### src/rtl/sls_pkg.sv
// Shared constants and types for the semi-local LCS seaweed combing block.
package sls_pkg;

  localparam int A_DEPTH   = 64;
  localparam int A_IDX_W   = $clog2(A_DEPTH);
  localparam int LEN_W     = $clog2(A_DEPTH + 1);
  localparam int SYM_W     = 8;
  localparam int COL_W     = 11;
  localparam int MAX_B_LEN = 1024;
  localparam int LCS_MAX   = (1 << LEN_W) - 1;
  localparam int ADDR_W    = 3;
  localparam int DATA_W    = 32;

  localparam logic FUNC_LOAD = 1'b0;
  localparam logic FUNC_PROC = 1'b1;

  // register index taken from paddr[2]
  localparam logic REG_A_LENGTH = 1'b0;

  typedef enum logic {
    ST_IDLE,
    ST_RUN
  } state_t;

  // seaweed value handed from one row cell to the next
  typedef struct packed {
    logic             tok;
    logic [COL_W-1:0] x;
  } link_t;

endpackage

### src/rtl/sls_cell.sv
// One row cell: holds an a symbol and its row value, combs the passing seaweed.
module sls_cell (
  input  logic                      clk,
  input  logic                      rst,
  input  logic                      load_en,
  input  logic [sls_pkg::SYM_W-1:0] load_sym,
  input  logic                      clear,
  input  logic                      active,
  input  logic [sls_pkg::SYM_W-1:0] b_sym,
  input  sls_pkg::link_t            link_in,
  output sls_pkg::link_t            link_out
);
  import sls_pkg::*;

  logic [SYM_W-1:0] a_sym;
  logic [COL_W-1:0] row;
  logic             swap;

  // match always swaps; mismatch keeps the minimum in the row
  assign swap = (a_sym == b_sym) || (row > link_in.x);

  always_ff @(posedge clk) begin
    if (load_en) begin
      a_sym <= load_sym;
    end
  end

  always_ff @(posedge clk) begin
    if (rst) begin
      row          <= '0;
      link_out.tok <= 1'b0;
    end else begin
      link_out.tok <= link_in.tok && active;
      if (clear) begin
        row <= '0;
      end else if (link_in.tok && active && swap) begin
        row <= link_in.x;
      end
      if (link_in.tok && active) begin
        link_out.x <= swap ? row : link_in.x;
      end
    end
  end

endmodule

### src/rtl/semi_local_lcs_seaweed.sv
// Top level: APB register, input/output words and the row of seaweed cells.
//
// Usage. Program a_length (byte address 0) over the APB port while idle.
// Load string a with func = 0 words, one symbol per word at position; each
// load word is written into its cell and gives no result. Then stream string b
// with func = 1 words, first set on its opening symbol to clear the rows and the
// LCS count and restart the column count. Each process word yields one result
// word: column r, the bottom seaweed value h[n][r] and the LCS of a with
// b[0,r). A process word without first after 1024 columns is dropped.
// Timing: the seaweed token walks the row of cells one cell per cycle, and
// once it has passed row n (n = a_length, capped at 64) the result goes to
// the output register and the block returns to idle; it takes no word while
// a token is in the row. The output register holds a finished result while
// the receiver stalls; the block still takes the next word, but a later
// result waits in the last cell until the output register frees up.
// Reset clears a_length, the row values, the counters and out_valid;
// the a symbols are undefined until loaded.
module semi_local_lcs_seaweed (
  input  logic                       clk,
  input  logic                       rst,
  input  logic                       psel,
  input  logic                       penable,
  input  logic                       pwrite,
  input  logic [sls_pkg::ADDR_W-1:0] paddr,
  input  logic [sls_pkg::DATA_W-1:0] pwdata,
  output logic [sls_pkg::DATA_W-1:0] prdata,
  output logic                       pready,
  input  logic                       in_valid,
  output logic                       in_ready,
  input  logic                       func,
  input  logic [sls_pkg::A_IDX_W-1:0] position,
  input  logic [sls_pkg::SYM_W-1:0]  symbol,
  input  logic                       first,
  output logic                       out_valid,
  input  logic                       out_ready,
  output logic [sls_pkg::COL_W-1:0]  column,
  output logic [sls_pkg::COL_W-1:0]  seaweed_start,
  output logic [sls_pkg::LEN_W-1:0]  prefix_lcs
);
  import sls_pkg::*;

  state_t           state, state_next;
  logic [LEN_W-1:0] a_length;
  logic [LEN_W-1:0] n_clamped;
  logic [LEN_W-1:0] n_reg;
  logic [LEN_W-1:0] step;
  logic [COL_W-1:0] col_cnt;
  logic [COL_W-1:0] col_next;
  logic [LEN_W-1:0] lcs_cnt;
  logic [LEN_W-1:0] lcs_next;
  logic [SYM_W-1:0] b_sym;
  logic             tok0;
  logic             accept;
  logic             do_load;
  logic             do_proc;
  logic             done;
  logic             cfg_wr;
  logic [COL_W-1:0] x_final;
  logic [A_DEPTH-1:0] tok_vec;
  link_t            links [0:A_DEPTH];

  // APB register
  assign pready = 1'b1;
  assign cfg_wr = psel && penable && pwrite && pready && (paddr[2] == REG_A_LENGTH);
  assign prdata = (paddr[2] == REG_A_LENGTH) ? DATA_W'(a_length) : '0;

  always_ff @(posedge clk) begin
    if (rst) begin
      a_length <= '0;
    end else if (cfg_wr) begin
      a_length <= pwdata[LEN_W-1:0];
    end
  end

  assign n_clamped = (a_length > LEN_W'(A_DEPTH)) ? LEN_W'(A_DEPTH) : a_length;

  assign accept   = in_valid && in_ready;
  assign do_load  = accept && (func == FUNC_LOAD);
  assign do_proc  = accept && (func == FUNC_PROC) &&
                    (first || (col_cnt < COL_W'(MAX_B_LEN)));
  assign col_next = first ? COL_W'(1) : col_cnt + COL_W'(1);

  // value leaving row n; with n = 0 it is the entry value r
  assign x_final  = links[n_reg].x;
  assign lcs_next = ((x_final == '0) && (lcs_cnt != LEN_W'(LCS_MAX))) ?
                    lcs_cnt + LEN_W'(1) : lcs_cnt;

  // state machine
  always_comb begin
    state_next = state;
    in_ready   = 1'b0;
    done       = 1'b0;
    case (state)
      ST_IDLE: begin
        in_ready = 1'b1;
        if (do_proc) begin
          state_next = ST_RUN;
        end
      end
      ST_RUN: begin
        if ((step == n_reg) && (!out_valid || out_ready)) begin
          done       = 1'b1;
          state_next = ST_IDLE;
        end
      end
      default: begin
        state_next = ST_IDLE;
      end
    endcase
  end

  always_ff @(posedge clk) begin
    if (rst) begin
      state <= ST_IDLE;
    end else begin
      state <= state_next;
    end
  end

  always_ff @(posedge clk) begin
    if (rst) begin
      col_cnt   <= '0;
      lcs_cnt   <= '0;
      tok0      <= 1'b0;
      step      <= '0;
      out_valid <= 1'b0;
    end else begin
      tok0 <= do_proc;
      if (do_proc) begin
        col_cnt <= col_next;
        step    <= '0;
        if (first) begin
          lcs_cnt <= '0;
        end
      end else if ((state == ST_RUN) && (step != n_reg)) begin
        step <= step + LEN_W'(1);
      end
      if (done) begin
        lcs_cnt   <= lcs_next;
        out_valid <= 1'b1;
      end else if (out_ready) begin
        out_valid <= 1'b0;
      end
    end
  end

  always_ff @(posedge clk) begin
    if (do_proc) begin
      b_sym      <= symbol;
      n_reg      <= n_clamped;
    end
    if (done) begin
      column        <= col_cnt;
      seaweed_start <= x_final;
      prefix_lcs    <= lcs_next;
    end
  end

  // the column count holds the entry value r while its token walks the row
  assign links[0] = '{tok: tok0, x: col_cnt};

  // row of cells
  for (genvar k = 0; k < A_DEPTH; k++) begin : g_cell
    sls_cell u_cell (
      .clk      (clk),
      .rst      (rst),
      .load_en  (do_load && (position == A_IDX_W'(k))),
      .load_sym (symbol),
      .clear    (do_proc && first),
      .active   (LEN_W'(k) < n_reg),
      .b_sym    (b_sym),
      .link_in  (links[k]),
      .link_out (links[k+1])
    );
    assign tok_vec[k] = links[k+1].tok;
  end

  // at most one seaweed token in flight
  a_one_token: assert property (@(posedge clk) disable iff (rst)
    $onehot0({tok0, tok_vec}))
    else $error("more than one token in the cell row");

  // no token remains once the block is idle
  a_idle_clean: assert property (@(posedge clk) disable iff (rst)
    (state == ST_IDLE) |-> (tok_vec == '0))
    else $error("token left in the row while idle");

  // step never runs past the row count
  a_step_bound: assert property (@(posedge clk) disable iff (rst)
    (state == ST_RUN) |-> (step <= n_reg))
    else $error("step counter past row count");

  // a result is loaded only when the output register is free or draining
  a_no_overwrite: assert property (@(posedge clk) disable iff (rst)
    (out_valid && !out_ready) |=> (out_valid && $stable(seaweed_start)))
    else $error("pending result overwritten");

  // LCS never exceeds the number of columns seen
  a_lcs_bound: assert property (@(posedge clk) disable iff (rst)
    out_valid |-> (COL_W'(prefix_lcs) <= column))
    else $error("prefix LCS above column");

endmodule
### config.mk
export PLATFORM = sky130hd
export DESIGN_NAME = semi_local_lcs_seaweed
export DESIGN_NICKNAME = d
export VERILOG_FILES = /design/src/rtl/sls_pkg.sv /design/src/rtl/sls_cell.sv /design/src/rtl/semi_local_lcs_seaweed.sv
export SDC_FILE = /design/constraint.sdc
export NUM_CORES = 2
export LEC_CHECK = 0
export BUFFER_PORTS_ARGS = -buffer_cell sky130_fd_sc_hd__buf_4
export CAP_MARGIN = 10
export CORE_UTILIZATION = 45
export CTS_CLUSTER_SIZE = 12
export DETAILED_ROUTE_END_ITERATION = 8
export PLACE_DENSITY = 0.58
export SLEW_MARGIN = 30
export SYNTH_ARGS = -nofsm -noshare
export SYNTH_HDL_FRONTEND = slang
export SYNTH_SLANG_ARGS = --single-unit
### constraint.sdc
create_clock -name clk -period 4.3 [get_ports clk]
set_clock_uncertainty 0.05 [all_clocks]
set_input_delay 0.645 -clock clk [delete_from_list [all_inputs] [get_ports clk]]
set_output_delay 0.645 -clock clk [all_outputs]
set_load 0.1 [all_outputs]
==> reports/metrics.sh <==
DETAILROUTE.VIA_COUNT=77318
FINALSETUPVIOLATIONS=0
CLK_TRANSITION_REPORTED_PATHS_PS=60
POST_ROUTE_CELLS_DRIVE_ABOVE_1_SHARE_PCT=14.11
CTS_ROOT_BUFFER='sky130_fd_sc_hd__clkbuf_16'
CTS_NUM_SINKS=2062
FIN_NETS=10627
WORST-ENDPOINT-REQUIRED_PS=4890
FINALNONFILLERCELLS=13209
PLACEMENT_ROWS=178
CTS_POST_SETUP_BUFFERS_INSERTED=0
POWER.LEAKAGE_nW=45.43
PRE_CTS_SLACK_PS=6.232
GP_CONGESTION=0.9469
NETLIST-CELL-TYPE-COUNT=70
SYNTH_MUX_AREA_SHARE_PCT=11.53
MIN_FROM='out_ready'
SYNTH_WARNINGS=0
NUMBER_OF_SLEW_LIMIT_VIOLATIONS_IN_THE_FINAL_REPORT=0
CRITICAL_PATH.TOP_DELAY_FAMILY='simple AND/OR/NAND/NOR gates'
POST_SYNTHESIS_COMPOUND_GATE_AREA_FRACTION_PCT=11.20
WORST_HOLD_PATH_TYPE='input pin to register'
WORSTPATHBUFFERINVERTERCOUNT=4
CP_MAX_STAGE_CELL='sky130_fd_sc_hd__mux4_2'
ROUTE.DETAILED.DRC=0
SYNTH_FLOP_CELL='sky130_fd_sc_hd__edfxtp_1'
ASYNCSETRESETFLOPFRACSYNTH_PCT=0
SYNTHXORXNORAREAFRAC_PCT=4.405
POST_SYNTH_INSTANCE_AREA_SQ_MM=0.1068
REMAINING_GLOBAL_ROUTE_OVERFLOW=0
MIN_CLOCK_PERIOD_POST_ROUTE_PS=4264
POSTROUTEANTENNANETS=0
TIGHTEST_SLEW_PS=1019
PLACEABLECOREAREA_SQ_MM=0.2356
DRT_FIRST_PASS_ITERS=6
MAX-VDD-IR-DROP_mV=0.4160
CLOCK_TREE.BUFFER_DEPTH=3
HPWLAFTERDP_UM=245100
DIE_H_UM=489.1
LAYOUT_WORST_PATH_CYCLE_SHARE_PCT=99.17
OUTCOME='complete, no violations'
SEQ_AREA_FRAC_SYNTH_PCT=50.47
PLACE.PORT_BUFFERS=68
AREA_DELTA_SYNTH_FINAL_PCT=12.61
SYN_INST=9722
AVGSYNTHCELLAREA_SQ_UM=10.98
LARGEST_REGISTER_FF_COUNT=767
DOMINANT_COMBINATIONAL_CELL_FAMILY_BY_AREA_AFTER_SYNTHESIS='multiplexers'
DP_CELLS=12773
GLOBAL_ROUTE_WIRE_LENGTH_BEFORE_REPAIR_UM=489100
REG2REG_FROM='n_reg[1]$_SDFFCE_PN0P_'
LARGEST-REGISTER='g_cell.u_cell.link_out'
GRT_START_MAX_NET_PINS=79
POSTSYNTHREGISTERBITS=2062
SETUP.WORST_PATH.START_CLASS='register'
INITIAL_CORE_UTIL_PCT=45.32
WORST_PATH_LARGEST_CELL_DELAY_PS=640
FIRST_GLOBAL_VIAS=73642
CTS-BUFFERS-INSERTED=225
CRIT_FANOUT=32
CTS_TREE='yes'
SETUP_TOTAL_NEGATIVE_SLACK_PS=0
AVGVIACOUNTPERCELL=5.853
ANTENNA_FOUND_INITIAL=18
CTS.HTREE.LEVELS=4
CRITICAL_PATH_ENDPOINT_CATEGORY='register'
REG.LARGEST.LIST='g_cell.u_cell.link_out (767), g_cell.u_cell.row (704), g_cell.u_cell.a_sym (512)'
NUMBER_OF_DRC_MARKERS_AFTER_THE_INITIAL_DETAILED_ROUTE_ITERATION=7496
FINAL-HOLD-VIOLATION-COUNT=0
HOLDWS_PS=154.9
TIMING.CRITICAL_PATH.FROM='n_reg[1]$_SDFFCE_PN0P_'
POSTROUTEWIRELENGTH_UM=334600
POST_DRT_WL_PER_CELL_UM=25.33
POWER_DENSITY_mW_PER_MM2=349.4
CP_CELL_SEQUENCE='buf_12 -> mux4_2 -> o41ai_1 -> o21ai_1 -> nor4_2 -> buf_4 -> nor4_1 -> buf_4 -> nor4_2 -> nand4_2 -> buf_12 -> nor3_1 -> xnor2_1'
GRT.TOTAL_USAGE_PCT=27.61
FP.DIEW_UM=489.1
DIE_AREA_SQ_MM=0.2392
TIMING.MAX_CAP.VIOLATIONS=0
UNREPAIRED_SETUP_ENDPOINTS_AFTER_GLOBAL_ROUTING='false'
PATH_CLASS='register to register'
CLOCK_LATENCY_PS=900
TIMING.FMAX_MHz=234.5
SYNTH-SIMPLE-AREA-SHARE_PCT=9.546
SLEW_HEADROOM_PCT=31.83
POST_SYNTH_FA_HA_MAJ_AREA_FRACTION_PCT=8.284
SETUP_SLACK_PS=35.80
WORSTPATHARRIVAL_PS=4860
IOS=122
SYNTH_EDF_COUNT=1260
[final cells by class]
cell class,count,area (sq um)
repair buffers,417,3750
clock buffers,308,6165
inverters,720,2703
multi-input cells,6436,48510
fillers,20828,115400
flip-flops and latches,2062,53890
diodes,3,7.507
well taps,3150,3941
clock inverters,113,1275
[worst min-delay path: cells and delay by family]
kind	cells	cell delay, ps
AOI/OAI and AO/OA	1	90
buffers and inverters	1	70
and+or+nand+nor	1	220
[through the flow]
stage          total power, mW  cell area (sq um)  utilization [%]
2_1_floorplan            22.14             106900                -
3_3_place_gp             22.87             112500            47.76
3_5_place_dp             22.88             112600            47.80
4_1_cts                  42.30             120100            50.99
5_1_grt                  43.12             120200            51.03
6_report                 42.01             120200            51.03
[what timing repair did]
item,CTS,global route
hold buffers,8,0
resized for setup,0,4
setup endpoints to repair,0,7
endpoints found under the hold margin,9,0
[final timing paths]
check	end	slack, ps	depth (start not counted)
max	prefix_lcs[5]$_DFFE_PP_	40	13
min	out_valid$_SDFFE_PP0P_	150	3
max reg2reg	prefix_lcs[5]$_DFFE_PP_	40	13
min reg2reg	g_cell[25].u_cell.row[0]$_SDFFE_PP0P_	430	2
[cells by family (layout without fill, tap and decap cells)]
group	count (synthesis)	count (layout)
flops	2062	2062
other cells	2	29
mux	958	958
buf+inv	1248	1558
compound gates	1984	1984
xor+xnor	537	537
fa+ha+maj	707	707
simple gates	2224	2224
[cells in the mapped netlist, types with 29 or more instances]
cell type | number | area, sq um
sky130_fd_sc_hd__a22oi_1 | 31 | 232.7
sky130_fd_sc_hd__xor2_1 | 514 | 4502
sky130_fd_sc_hd__nand4_1 | 144 | 900.9
sky130_fd_sc_hd__a31oi_1 | 37 | 231.5
sky130_fd_sc_hd__ha_1 | 707 | 8846
sky130_fd_sc_hd__o211a_1 | 43 | 430.4
sky130_fd_sc_hd__clkbuf_1 | 410 | 1539
sky130_fd_sc_hd__buf_4 | 32 | 240.2
sky130_fd_sc_hd__nand3_1 | 458 | 2292
sky130_fd_sc_hd__a21oi_1 | 448 | 2242
sky130_fd_sc_hd__o21a_1 | 319 | 2395
sky130_fd_sc_hd__a211oi_1 | 55 | 412.9
sky130_fd_sc_hd__a21o_1 | 32 | 240.2
sky130_fd_sc_hd__inv_1 | 719 | 2699
sky130_fd_sc_hd__o31ai_1 | 33 | 247.7
sky130_fd_sc_hd__buf_1 | 48 | 180.2
sky130_fd_sc_hd__o21ai_0 | 808 | 4044
sky130_fd_sc_hd__edfxtp_1 | 1260 | 37840
sky130_fd_sc_hd__nand2b_1 | 37 | 231.5
sky130_fd_sc_hd__buf_2 | 36 | 180.2
sky130_fd_sc_hd__nor2_1 | 646 | 2425
sky130_fd_sc_hd__nor2b_1 | 94 | 588.1
sky130_fd_sc_hd__nor4_1 | 140 | 875.8
sky130_fd_sc_hd__o32ai_1 | 43 | 376.6
sky130_fd_sc_hd__dfxtp_1 | 802 | 16060
sky130_fd_sc_hd__mux2i_1 | 367 | 3674
sky130_fd_sc_hd__mux4_2 | 176 | 3964
sky130_fd_sc_hd__mux2_2 | 411 | 4628
sky130_fd_sc_hd__nand2_1 | 623 | 2338
sky130_fd_sc_hd__a2111oi_0 | 29 | 254.0
[layout by cell type (no fill, tap or decap), types with 48 or more instances in the layout]
| cell type | count |
|---|---|
| sky130_fd_sc_hd__edfxtp_1 | 1260 |
| sky130_fd_sc_hd__o21ai_0 | 804 |
| sky130_fd_sc_hd__dfxtp_1 | 802 |
| sky130_fd_sc_hd__inv_1 | 718 |
| sky130_fd_sc_hd__ha_1 | 707 |
| sky130_fd_sc_hd__nor2_1 | 629 |
| sky130_fd_sc_hd__nand2_1 | 622 |
| sky130_fd_sc_hd__xor2_1 | 514 |
| sky130_fd_sc_hd__nand3_1 | 458 |
| sky130_fd_sc_hd__a21oi_1 | 445 |
| sky130_fd_sc_hd__mux2_2 | 411 |
| sky130_fd_sc_hd__mux2i_1 | 367 |
| sky130_fd_sc_hd__buf_4 | 358 |
| sky130_fd_sc_hd__o21a_1 | 319 |
| sky130_fd_sc_hd__clkbuf_16 | 227 |
| sky130_fd_sc_hd__mux4_2 | 176 |
| sky130_fd_sc_hd__nand4_1 | 144 |
| sky130_fd_sc_hd__nor4_1 | 114 |
| sky130_fd_sc_hd__nor2b_1 | 94 |
| sky130_fd_sc_hd__clkbuf_1 | 63 |
| sky130_fd_sc_hd__clkinv_2 | 53 |
| sky130_fd_sc_hd__buf_12 | 48 |
[power by group]
part | internal, mW | switching, mW | total (mW)
Combinational | 0.468 | 1.13 | 1.60
Clock | 11.2 | 8.38 | 19.5
Sequential | 20.9 | 0.0268 | 20.9
Total | 32.5 | 9.54 | 42.0
[per-layer routing]
layer  global-route usage, %  part of all wire [%]  vias to the layer above  wire (um)
met2                   41.47                    43                     2775     145400
met1                   40.35                    46                    38558     153600
met4                   8.200                   2.9                        2       9771
li1                        -                     -                    35523          -
met5                       0                0.0042                        -         14
met3                   4.964                   7.7                      460      25910
Note: power is estimated with default switching activity, not from simulation.
